### src/sv/two_sensor_direction_counter_unit_macros.svh
// Assertion helpers for the file that checks this block.
// Both expect clk and rst in scope.
`ifndef TWO_SENSOR_DIRECTION_COUNTER_UNIT_MACROS_SVH
`define TWO_SENSOR_DIRECTION_COUNTER_UNIT_MACROS_SVH

// Same-cycle implication.
`define TSDC_ASSERT_NOW(lbl, ante, cons, msg) \
  lbl: assert property (@(posedge clk) disable iff (rst) (ante) |-> (cons)) else $error(msg);

// Next-cycle implication.
`define TSDC_ASSERT_NEXT(lbl, ante, cons, msg) \
  lbl: assert property (@(posedge clk) disable iff (rst) (ante) |=> (cons)) else $error(msg);

`endif

### src/sv/tsdc_pkg.sv
`default_nettype none

package tsdc_pkg;

  // Operation codes
  typedef enum logic [1:0] {
    OP_TICK      = 2'd0,
    OP_EQUALIZE  = 2'd1,
    OP_CLEAR     = 2'd2,
    OP_SET_COUNT = 2'd3
  } op_t;

  // Event codes
  typedef enum logic [1:0] {
    EV_NONE  = 2'd0,
    EV_ENTER = 2'd1,
    EV_EXIT  = 2'd2
  } ev_t;

  // Configuration register indexes
  localparam logic [1:0] CFG_THRESHOLD      = 2'd0;
  localparam logic [1:0] CFG_MOTION_TIMEOUT = 2'd1;
  localparam logic [1:0] CFG_PAIR_TIMEOUT   = 2'd2;

  localparam logic [31:0] RST_THRESHOLD      = 32'd0;
  localparam logic [7:0]  RST_MOTION_TIMEOUT = 8'd10;
  localparam logic [7:0]  RST_PAIR_TIMEOUT   = 8'd20;

  localparam logic [31:0] LOW_BYTE_BUMP = 32'd256;
  localparam logic [3:0]  MAX_COUNT     = 4'd9;

  typedef struct packed {
    op_t         opcode;
    logic [23:0] osc0_count;
    logic [31:0] osc1_count;
    logic [3:0]  digit;
  } cmd_t;

  typedef struct packed {
    logic [31:0]        adjusted_osc0;
    logic [31:0]        osc1_value;
    ev_t                event_res;
    logic [3:0]         count;
    logic [6:0]         segments;
    logic signed [31:0] offset_value;
  } rsp_t;

  typedef struct packed {
    logic [31:0] detect_threshold;
    logic [7:0]  motion_timeout;
    logic [7:0]  pair_timeout;
  } cfg_t;

  // Seven-segment pattern, bit0 = segment a
  function automatic logic [6:0] seg_pattern(input logic [3:0] value);
    logic [6:0] pat;
    case (value)
      4'd0: pat = 7'b0111111;
      4'd1: pat = 7'b0000110;
      4'd2: pat = 7'b1011011;
      4'd3: pat = 7'b1001111;
      4'd4: pat = 7'b1100110;
      4'd5: pat = 7'b1101101;
      4'd6: pat = 7'b1111101;
      4'd7: pat = 7'b0000111;
      4'd8: pat = 7'b1111111;
      4'd9: pat = 7'b1101111;
      default: pat = 7'b0000000;
    endcase
    return pat;
  endfunction

endpackage

`default_nettype wire

### src/sv/tsdc_cfg_regs.sv
`default_nettype none

module tsdc_cfg_regs (
  input  wire logic              clk,
  input  wire logic              rst,
  input  wire logic              cfg_valid,
  input  wire logic [1:0]        cfg_index,
  input  wire logic [31:0]       cfg_data,
  output tsdc_pkg::cfg_t         cfg
);

  // Register file; unknown indexes drop the write
  always_ff @(posedge clk) begin
    if (rst) begin
      cfg.detect_threshold <= tsdc_pkg::RST_THRESHOLD;
      cfg.motion_timeout   <= tsdc_pkg::RST_MOTION_TIMEOUT;
      cfg.pair_timeout     <= tsdc_pkg::RST_PAIR_TIMEOUT;
    end else if (cfg_valid) begin
      case (cfg_index)
        tsdc_pkg::CFG_THRESHOLD:      cfg.detect_threshold <= cfg_data;
        tsdc_pkg::CFG_MOTION_TIMEOUT: cfg.motion_timeout   <= cfg_data[7:0];
        tsdc_pkg::CFG_PAIR_TIMEOUT:   cfg.pair_timeout     <= cfg_data[7:0];
        default: ;
      endcase
    end
  end

endmodule

`default_nettype wire

### src/sv/tsdc_core.sv
`default_nettype none

module tsdc_core (
  input  wire logic           clk,
  input  wire logic           rst,
  input  wire logic           en,
  input  wire tsdc_pkg::cmd_t cmd,
  input  wire tsdc_pkg::cfg_t cfg,
  output tsdc_pkg::rsp_t      rsp
);

  logic [1:0]  first_flags,  first_flags_next;
  logic [1:0]  motion_flags, motion_flags_next;
  logic [7:0]  motion_timer, motion_timer_next;
  logic [7:0]  pair_timer,   pair_timer_next;
  logic [3:0]  people_count, people_count_next;
  logic [31:0] offset,       offset_next;
  logic [31:0] last_osc0,    last_osc0_next;
  logic [31:0] last_osc1,    last_osc1_next;
  tsdc_pkg::ev_t ev;

  logic [31:0] adj0;
  logic        trig0, trig1;

  // Corrected sensor 0 and trigger compares
  always_comb begin
    adj0 = 32'(cmd.osc0_count) + offset +
           ((cmd.osc0_count[7:0] == 8'd0) ? tsdc_pkg::LOW_BYTE_BUMP : 32'd0);
    trig0 = adj0 < cfg.detect_threshold;
    trig1 = cmd.osc1_count < cfg.detect_threshold;
  end

  // Next state for one transaction
  always_comb begin
    first_flags_next  = first_flags;
    motion_flags_next = motion_flags;
    motion_timer_next = motion_timer;
    pair_timer_next   = pair_timer;
    people_count_next = people_count;
    offset_next       = offset;
    last_osc0_next    = last_osc0;
    last_osc1_next    = last_osc1;
    ev                = tsdc_pkg::EV_NONE;

    case (cmd.opcode)
      tsdc_pkg::OP_TICK: begin
        last_osc0_next = adj0;
        last_osc1_next = cmd.osc1_count;

        // timeouts
        if (motion_flags != 2'b00) begin
          motion_timer_next = motion_timer + 8'd1;
        end
        if (motion_timer_next > cfg.motion_timeout) begin
          motion_flags_next = 2'b00;
          motion_timer_next = 8'd0;
        end
        if (first_flags != 2'b00) begin
          pair_timer_next = pair_timer + 8'd1;
        end
        if (pair_timer_next > cfg.pair_timeout) begin
          pair_timer_next  = 8'd0;
          first_flags_next = 2'b00;
        end

        // sensor 0: exit when sensor 1 was first
        if (trig0) begin
          if (!first_flags_next[1]) begin
            first_flags_next[0] = 1'b1;
          end else if (!trig1) begin
            motion_timer_next = 8'd0;
            if (!motion_flags_next[0]) begin
              if (people_count_next != 4'd0) begin
                people_count_next = people_count_next - 4'd1;
              end
              ev = tsdc_pkg::EV_EXIT;
            end
            motion_flags_next[0] = 1'b1;
          end
        end

        // sensor 1: enter when sensor 0 was first
        if (trig1) begin
          if (!first_flags_next[0]) begin
            first_flags_next[1] = 1'b1;
          end else if (!trig0) begin
            motion_timer_next = 8'd0;
            if (!motion_flags_next[1]) begin
              if (people_count_next < tsdc_pkg::MAX_COUNT) begin
                people_count_next = people_count_next + 4'd1;
              end
              ev = tsdc_pkg::EV_ENTER;
            end
            motion_flags_next[1] = 1'b1;
          end
        end
      end
      tsdc_pkg::OP_EQUALIZE: begin
        offset_next = offset + last_osc1 - last_osc0;
      end
      tsdc_pkg::OP_CLEAR: begin
        offset_next = 32'd0;
      end
      tsdc_pkg::OP_SET_COUNT: begin
        if (cmd.digit <= tsdc_pkg::MAX_COUNT) begin
          people_count_next = cmd.digit;
        end
      end
      default: ;
    endcase
  end

  // Result fields
  always_comb begin
    rsp.adjusted_osc0 = last_osc0_next;
    rsp.osc1_value    = last_osc1_next;
    rsp.event_res     = ev;
    rsp.count         = people_count_next;
    rsp.segments      = tsdc_pkg::seg_pattern(people_count_next);
    rsp.offset_value  = signed'(offset_next);
  end

  // State registers
  always_ff @(posedge clk) begin
    if (rst) begin
      first_flags  <= 2'b00;
      motion_flags <= 2'b00;
      motion_timer <= 8'd0;
      pair_timer   <= 8'd0;
      people_count <= 4'd0;
      offset       <= 32'd0;
      last_osc0    <= 32'd0;
      last_osc1    <= 32'd0;
    end else if (en) begin
      first_flags  <= first_flags_next;
      motion_flags <= motion_flags_next;
      motion_timer <= motion_timer_next;
      pair_timer   <= pair_timer_next;
      people_count <= people_count_next;
      offset       <= offset_next;
      last_osc0    <= last_osc0_next;
      last_osc1    <= last_osc1_next;
    end
  end

endmodule

`default_nettype wire

### src/sv/two_sensor_direction_counter_unit.sv
// Channel  Direction  Handshake              Payload
// cmd      in         cmd_valid / cmd_stall  tsdc_pkg::cmd_t
// rsp      out        rsp_valid / rsp_stall  tsdc_pkg::rsp_t
// cfg      in         cfg_valid / cfg_ready  cfg_index, cfg_data
//
// One command per cycle while cmd_stall is low; the command register holds an accepted
// command, then the response register holds its response, set by the single state update.
// Synchronous reset clears state, timers, offset and loads register defaults.
// A stalled response holds the command register; cmd_stall rises only then.
// cfg_ready is always high.
`default_nettype none

`include "two_sensor_direction_counter_unit_macros.svh"

module two_sensor_direction_counter_unit (
  input  wire logic           clk,
  input  wire logic           rst,
  input  wire logic           cmd_valid,
  output logic                cmd_stall,
  input  wire tsdc_pkg::cmd_t cmd,
  output logic                rsp_valid,
  input  wire logic           rsp_stall,
  output tsdc_pkg::rsp_t      rsp,
  input  wire logic           cfg_valid,
  output logic                cfg_ready,
  input  wire logic [1:0]     cfg_index,
  input  wire logic [31:0]    cfg_data
);

  logic           hold_valid;
  tsdc_pkg::cmd_t hold_cmd;
  logic           advance;
  tsdc_pkg::cfg_t cfg;
  tsdc_pkg::rsp_t core_rsp;

  assign cfg_ready = 1'b1;

  // Handshake control
  assign advance   = hold_valid & (~rsp_valid | ~rsp_stall);
  assign cmd_stall = hold_valid & ~advance;

  tsdc_cfg_regs u_cfg (
    .clk       (clk),
    .rst       (rst),
    .cfg_valid (cfg_valid & cfg_ready),
    .cfg_index (cfg_index),
    .cfg_data  (cfg_data),
    .cfg       (cfg)
  );

  tsdc_core u_core (
    .clk (clk),
    .rst (rst),
    .en  (advance),
    .cmd (hold_cmd),
    .cfg (cfg),
    .rsp (core_rsp)
  );

  // Command register
  always_ff @(posedge clk) begin
    if (rst) begin
      hold_valid <= 1'b0;
    end else if (!cmd_stall) begin
      hold_valid <= cmd_valid;
    end
  end

  always_ff @(posedge clk) begin
    if (!cmd_stall && cmd_valid) begin
      hold_cmd <= cmd;
    end
  end

  // Response register
  always_ff @(posedge clk) begin
    if (rst) begin
      rsp_valid <= 1'b0;
    end else if (advance) begin
      rsp_valid <= 1'b1;
    end else if (!rsp_stall) begin
      rsp_valid <= 1'b0;
    end
  end

  always_ff @(posedge clk) begin
    if (advance) begin
      rsp <= core_rsp;
    end
  end

  // Checks
  `TSDC_ASSERT_NOW(a_no_overrun, hold_valid && rsp_valid && rsp_stall, cmd_stall, "command overrun")
  `TSDC_ASSERT_NEXT(a_advance_shows, advance, rsp_valid, "advanced command lost")
  `TSDC_ASSERT_NOW(a_enter_count, rsp_valid && rsp.event_res == tsdc_pkg::EV_ENTER, rsp.count != 4'd0, "enter with zero count")
  `TSDC_ASSERT_NOW(a_exit_count, rsp_valid && rsp.event_res == tsdc_pkg::EV_EXIT, rsp.count != tsdc_pkg::MAX_COUNT, "exit with full count")

endmodule

`default_nettype wire
### config.mk
export PLATFORM = sky130hd
export DESIGN_NAME = two_sensor_direction_counter_unit
export DESIGN_NICKNAME = d
export VERILOG_FILES = /design/src/sv/tsdc_pkg.sv /design/src/sv/tsdc_cfg_regs.sv /design/src/sv/tsdc_core.sv /design/src/sv/two_sensor_direction_counter_unit.sv
export VERILOG_INCLUDE_DIRS = /design/src /design/src/sv
export SDC_FILE = /design/constraint.sdc
export NUM_CORES = 1
export LEC_CHECK = 0
export ABC_AREA = 1
export BUFFER_PORTS_ARGS = -buffer_cell sky130_fd_sc_hd__buf_2
export CELL_PAD_IN_SITES_DETAIL_PLACEMENT = 1
export CELL_PAD_IN_SITES_GLOBAL_PLACEMENT = 1
export CORE_MARGIN = 3
export CORE_UTILIZATION = 49
export CTS_CLUSTER_DIAMETER = 30
export DETAILED_ROUTE_END_ITERATION = 16
export HOLD_SLACK_MARGIN = 0.06
export PLACE_DENSITY = 0.93
export SLEW_MARGIN = 25
export SYNTH_ARGS = -nofsm -noshare
export SYNTH_HDL_FRONTEND = slang
export SYNTH_SLANG_ARGS = --single-unit
### constraint.sdc
create_clock -name clk -period 8.3 [get_ports clk]
set_clock_uncertainty 0.15 [all_clocks]
set_input_delay 1.66 -clock clk [delete_from_list [all_inputs] [get_ports clk]]
set_output_delay 1.66 -clock clk [all_outputs]
set_load 0.01 [all_outputs]
Word level (Yosys, flattened, before mapping)
Memories as Yosys holds them, arrays and structs flattened. A register that Yosys moved wholly into a read port is not among the register bits.
Index checks and enable logic that the tools add are counted.
W data, S select, Z words.

word-level totals
  memories kept = 1
  logic and storage cells = 115
  bits of input ports = 101
  register bits after elaboration = 334
  ROM bits = 112

cells by class
  add/subtract/negate cells = 8
  mux-type cells = 54
  bitwise gates (word level) = 6
  $lt $le $gt $ge = 6
  reductions and logical operators = 12
  eq/ne operators = 6

memory list
  memory           depth  bits a word  read ports  clocked after memory_dff  wr ports  line            text
  (no name shown)  16     7            1           1                         0         tsdc_pkg.sv:57  case (value)

operator list
  operator               number
  $mux W8                12
  $add A32 B32 Y32       2
  $lt A32 B32 Y1         2
  $mux W32               2
  $pmux W32 S2           1
  $mux W4                12
  $add A24 B32 Y32       1
  $sub A32 B32 Y32       1
  $mux W2                12
  $add A8 B1 Y8 const B  2
  $gt A8 B8 Y1           2
  $mux W1                13
  $mux W9                1
  $logic_not A8 Y1       1
  $pmux W4 S2            1
  $reduce_and A2 Y1      4
  $eq A2 B2 Y1 const B   3
  $add A4 B1 Y4 const B  1
  $eq A2 B1 Y1 const B   2
  $le A4 B4 Y1 const B   1
  $logic_not A2 Y1       2
  $lt A4 B4 Y1 const B   1
  $reduce_bool A2 Y1     2
  $reduce_bool A4 Y1     1
  other kinds (7)        10

Depth between registers and ports, before layout
  word-level depth = 18
  gate-level depth with buffers = 48
  gate-level depth less buffers = 48

By module
Synthesis repeated with hierarchy kept, for this count alone.

unflattened totals
  cell total of the unflattened synthesis = 2,339
  area total of the unflattened synthesis = 19,692.6 um^2

by module, submodules not included
  module                             cells an instance  instances  area an instance (um^2)  seq. area each (um^2)
  tsdc_core                          1,847              1          12,313.1                 2,402.3
  two_sensor_direction_counter_unit  185                1          5,237.5                  5,175.0
  tsdc_cfg_regs                      307                1          2,142.1                  960.9

Worst setup path after synthesis
OpenSTA, ideal clock, no wires.

  kind = input-to-reg
  start point = input port rsp_stall
  end point = register u_core.offset[21]
  arrival time = 5.535 ns
  path buffers = 1
  setup slack = 2.500 ns
  setup time = 0.115 ns
  required time = 8.035 ns
  stages on the path = 7
  cell sequence = nand2_1 > inv_1 > nor2_1 > clkbuf_1 > o211ai_1 > nand2_1 > inv_1

between the ends
  longest elaborated chain between the ends = 3

RTL lines
  what                  line                                     text
  from (decl)           two_sensor_direction_counter_unit.sv:22  input wire logic rsp_stall,
  $not A1 Y1            two_sensor_direction_counter_unit.sv:39  assign advance = hold_valid & (~rsp_valid | ~rsp_stall);
  $or A1 B1 Y1          two_sensor_direction_counter_unit.sv:39
  $and A1 B1 Y1         two_sensor_direction_counter_unit.sv:39
  via advance           two_sensor_direction_counter_unit.sv:32  logic advance;
  to (signal assigned)  tsdc_core.sv:140                         offset <= offset_next;
  to (decl)             tsdc_core.sv:17                          logic [31:0] offset, offset_next;

The timed path passes the listed nets, and every way through them passes these cells.
A chain may end at the register's enable or synchronous reset.

==> impl_metrics.py <==
metrics = {
    "worst_setup_path": {
        "r2r_start": "hold_cmd[36]$_DFFE_PP_",
        "worst_ep_arrival_time_ns": 8.07,
        "cpMostUsedCell": "nand2_1",
        "r2r_slack_ns": 0.55,
        "reg2regPathDepth": 38,
        "r2r-end": "rsp[32]$_DFFE_PP_",
        "critical_path_class": "flop to flop",
        "cp_max_fo": 6,
        "startpoint_type": "flop",
        "crit_required_ns": 8.63,
        "critical_path.slowest_cell": "nor4_1",
        "slowest_delay_ns": 0.54,
        "worst_setup_path_end_kind": "flop",
    },
    "floorplanning": {
        "start_util_pct": 50.2,
        "core-area_um2": 38000,
        "rows": 71,
        "die_h_um": 203,
        "dieArea_um2": 41400,
        "fp.dieW_um": 203,
        "ios": 213,
    },
    "grt": {
        "grt_usage_pct": 35.2,
        "globalRouteOverflowTotal": 0,
        "grt_pass1_wl_um": 113000,
        "grt_pass1_vias": 19994,
        "grt_max_degree": 121,
        "antenna_found_initial": 0,
    },
    "cells_and_area": {
        "instances_no_fill": 3040,
        "area_growth_pct": 24.5,
        "antennaDiodeCount": 0,
        "finalNetCount": 2762,
        "drive_gt1_share_pct": 16.4,
    },
    "synthesis": {
        "syn-instance-count": 2218,
        "yosysSeqAreaShare_pct": 44.7,
        "synth_top_cell_area_share_pct": 26.9,
        "synth_mux_area_share_pct": 0,
        "synth.distinct_cells": 56,
        "yosys_warnings": 0,
        "synthesis.nets": 2523,
        "ys_ff_latch": 341,
        "synthAdderAreaFrac_pct": 14.7,
        "syn_area_per_cell_um2": 8.61,
        "synth_edf_count": 171,
        "synthXorXnorAreaFrac_pct": 2.20,
        "synth_async_sr_flop_share_pct": 0,
        "synthTopCellsByCount": "inv_1 (374), nand2_1 (336), o21ai_0 (296), a21oi_1 (287)",
        "synth-simple-area-share_pct": 11.6,
        "synth.most_common_cell": "inv_1",
        "synth_top_family_by_area": "compound AO/OA/AOI/OAI gates",
        "synthTopCellsByArea": "edfxtp_1 (27%), dfxtp_1 (18%), ha_1 (11%), o21ai_0 (7.8%), a21oi_1 (7.5%)",
        "synth_flop_cell": "edfxtp_1",
        "netlist_area_um2": 19100,
        "synth-compound-area-share_pct": 17.9,
        "synth_top_cell_by_area": "edfxtp_1",
    },
    "place": {
        "port_buffers": 211,
        "hpwlAfterDp_um": 45000,
        "gp_congestion": 0.898,
        "dpl.cell_count": 2881,
    },
    "clock_tree": {
        "hold_buffers": 0,
        "cts_made_buffers": 85,
        "root_buffer": "clkbuf_16",
        "post_cts_resized": 0,
        "cts_tree": "yes",
        "postCtsSetupBuffers": 0,
        "clock_latency_ns": 0.61,
        "clk_path_buf_depth": 3,
        "clk_pin_slew_ns": 0.05,
        "h-tree-depth": 3,
        "clock_sinks": 341,
    },
    "drt": {
        "ant_nets": 0,
        "wl_um": 74000,
        "drc": 0,
        "drtIter0Drc": 1324,
        "dr.pass1.iters": 5,
        "avgViaCountPerCell": 5.94,
        "wire_per_inst_um": 24.3,
        "route.vias.total": 18060,
    },
    "power": {
        "switchingPower_w": 0.00208,
        "cellPowerDensity_nw_per_um2": 287,
        "pwr-share-comb_pct": 18.1,
        "leakage_nw": 10.9,
        "switching_share_pct": 30.5,
        "seqPwrFrac_pct": 28.5,
        "ir_drop_mv": 0.200,
        "p_clk_share_pct": 53.3,
        "internal_power_w": 0.00474,
    },
    "sta": {
        "relSlewSlack_pct": 29.8,
        "rsz0062_at_grt": "no",
        "finalMaxSlewViolations": 0,
        "clock.fmax_mhz": 129,
        "setup_tns_ns": 0,
        "tightestPinTransition_ns": 1.05,
        "setup_viol": 0,
        "timing.final.crit_period_ns": 7.75,
        "hold_viol": 0,
        "fin_crit_sh_pct": 93.4,
    },
    "min_path": {
        "whs_endpoint": "u_cfg.cfg[6]$_SDFFE_PP0P_",
        "holdPathStages": 2,
        "hp-start": "u_cfg.cfg[6]$_SDFFE_PP0P_",
        "hold_path.class": "flop to flop",
    },
    "job": {
        "maxCapViolCount": 0,
    },
    "run_status": {
        "status": "finished, final reports clean",
    },
}
-- area by class of cell --
| cell class | instances | area, um^2 |
|---|---|---|
| clock inverters | 59 | 782 |
| multi-input cells | 1427 | 8880 |
| inverters | 379 | 1430 |
| well taps | 511 | 639 |
| fillers | 4427 | 14300 |
| clock buffers | 100 | 2340 |
| repair buffers | 223 | 1160 |
| flip-flops and latches | 341 | 8540 |
-- sequential cells by signal (all words and copies together) (netlist names) --
signal,flops
hold_cmd,62
hold_valid,1
rsp,109
rsp_valid,1
u_cfg.cfg,48
u_core.first_flags,2
u_core.last_osc0,32
u_core.last_osc1,32
u_core.motion_flags,2
u_core.motion_timer,8
u_core.offset,32
u_core.pair_timer,8
u_core.people_count,4
-- cells in the final DEF, fill, tap and decap left out, types with 10 or more instances in the layout --
cell type    n
buf_2      211
bufinv_16   14
xnor2_1     17
o21ai_0    296
ha_1       170
buf_4       10
edfxtp_1   171
nand2_2     10
nand4_1     18
dfxtp_1    170
nand2_1    336
nand3_1     41
clkinv_4    12
a21oi_1    287
clkbuf_16   90
inv_1      370
nor2_1      90
xor2_1      29
fa_1        33
nor3_1      11
inv_6       14
-- per-stage QoR --
step	instance area, um^2	utilization (%)	worst slack (ns)	hold WS [ns]	total power (W)
floorplan	19100	-	2.50	0.285	0.00270
global placement	20600	54.3	1.69	0.304	0.00301
detailed placement	20600	54.3	1.09	0.312	0.00310
CTS	23800	62.5	0.668	0.322	0.00681
global route	23800	62.5	0.101	0.354	0.00705
finish	23800	62.5	0.551	0.332	0.00682
-- worst max-delay path by stage --
stage               slack, ns                              to  cells after the start              startpoint
floorplan                2.50  u_core.offset[21]$_SDFFE_PP0P_                      7               rsp_stall
CTS                      0.67               rsp[32]$_DFFE_PP_                     38  hold_cmd[36]$_DFFE_PP_
global placement         1.69               rsp[35]$_DFFE_PP_                     36  hold_cmd[36]$_DFFE_PP_
global route             0.10               rsp[32]$_DFFE_PP_                     38  hold_cmd[36]$_DFFE_PP_
detailed placement       1.09               rsp[32]$_DFFE_PP_                     39  hold_cmd[36]$_DFFE_PP_
finish                   0.55               rsp[32]$_DFFE_PP_                     38  hold_cmd[36]$_DFFE_PP_
-- power groups by stage --
stage / sequential, W / combinational [W] / clock [W]
3_3_place_gp: 0.00197 / 0.00105 / 0
3_5_place_dp: 0.00197 / 0.00113 / 0
2_1_floorplan: 0.00197 / 0.000729 / 0
6_report: 0.00195 / 0.00124 / 0.00364
5_1_grt: 0.00195 / 0.00135 / 0.00375
4_1_cts: 0.00195 / 0.00120 / 0.00366
-- metal layers --
layer | wire length [um] | track usage [%] | up-vias
li1 | - | - | 7941
met4 | 4610 | 20.4 | 0
met3 | 4300 | 6.18 | 324
met1 | 27900 | 39.7 | 8922
met2 | 37200 | 62.6 | 873
met5 | 0 | 0 | -
-- logic make-up (layout without fill, tap and decap cells) --
logic type | count (synthesis) | count (layout)
compound gates | 648 | 648
xor+xnor | 47 | 47
fa+ha+maj | 204 | 204
buf+inv | 450 | 761
flops | 341 | 341
other cells | 1 | 1
simple gates | 527 | 527
-- critical path, delay by kind of cell (launching register included) --
kind | cells | cell delay, ns
and+or+nand+nor | 18 | 2.42
AOI/OAI and AO/OA | 10 | 2.41
adders and majority gates | 5 | 1.60
DFF | 1 | 0.42
buffers and inverters | 4 | 0.36
xor gates and xnor gates | 1 | 0.25
(Power assumes the default switching activity.)
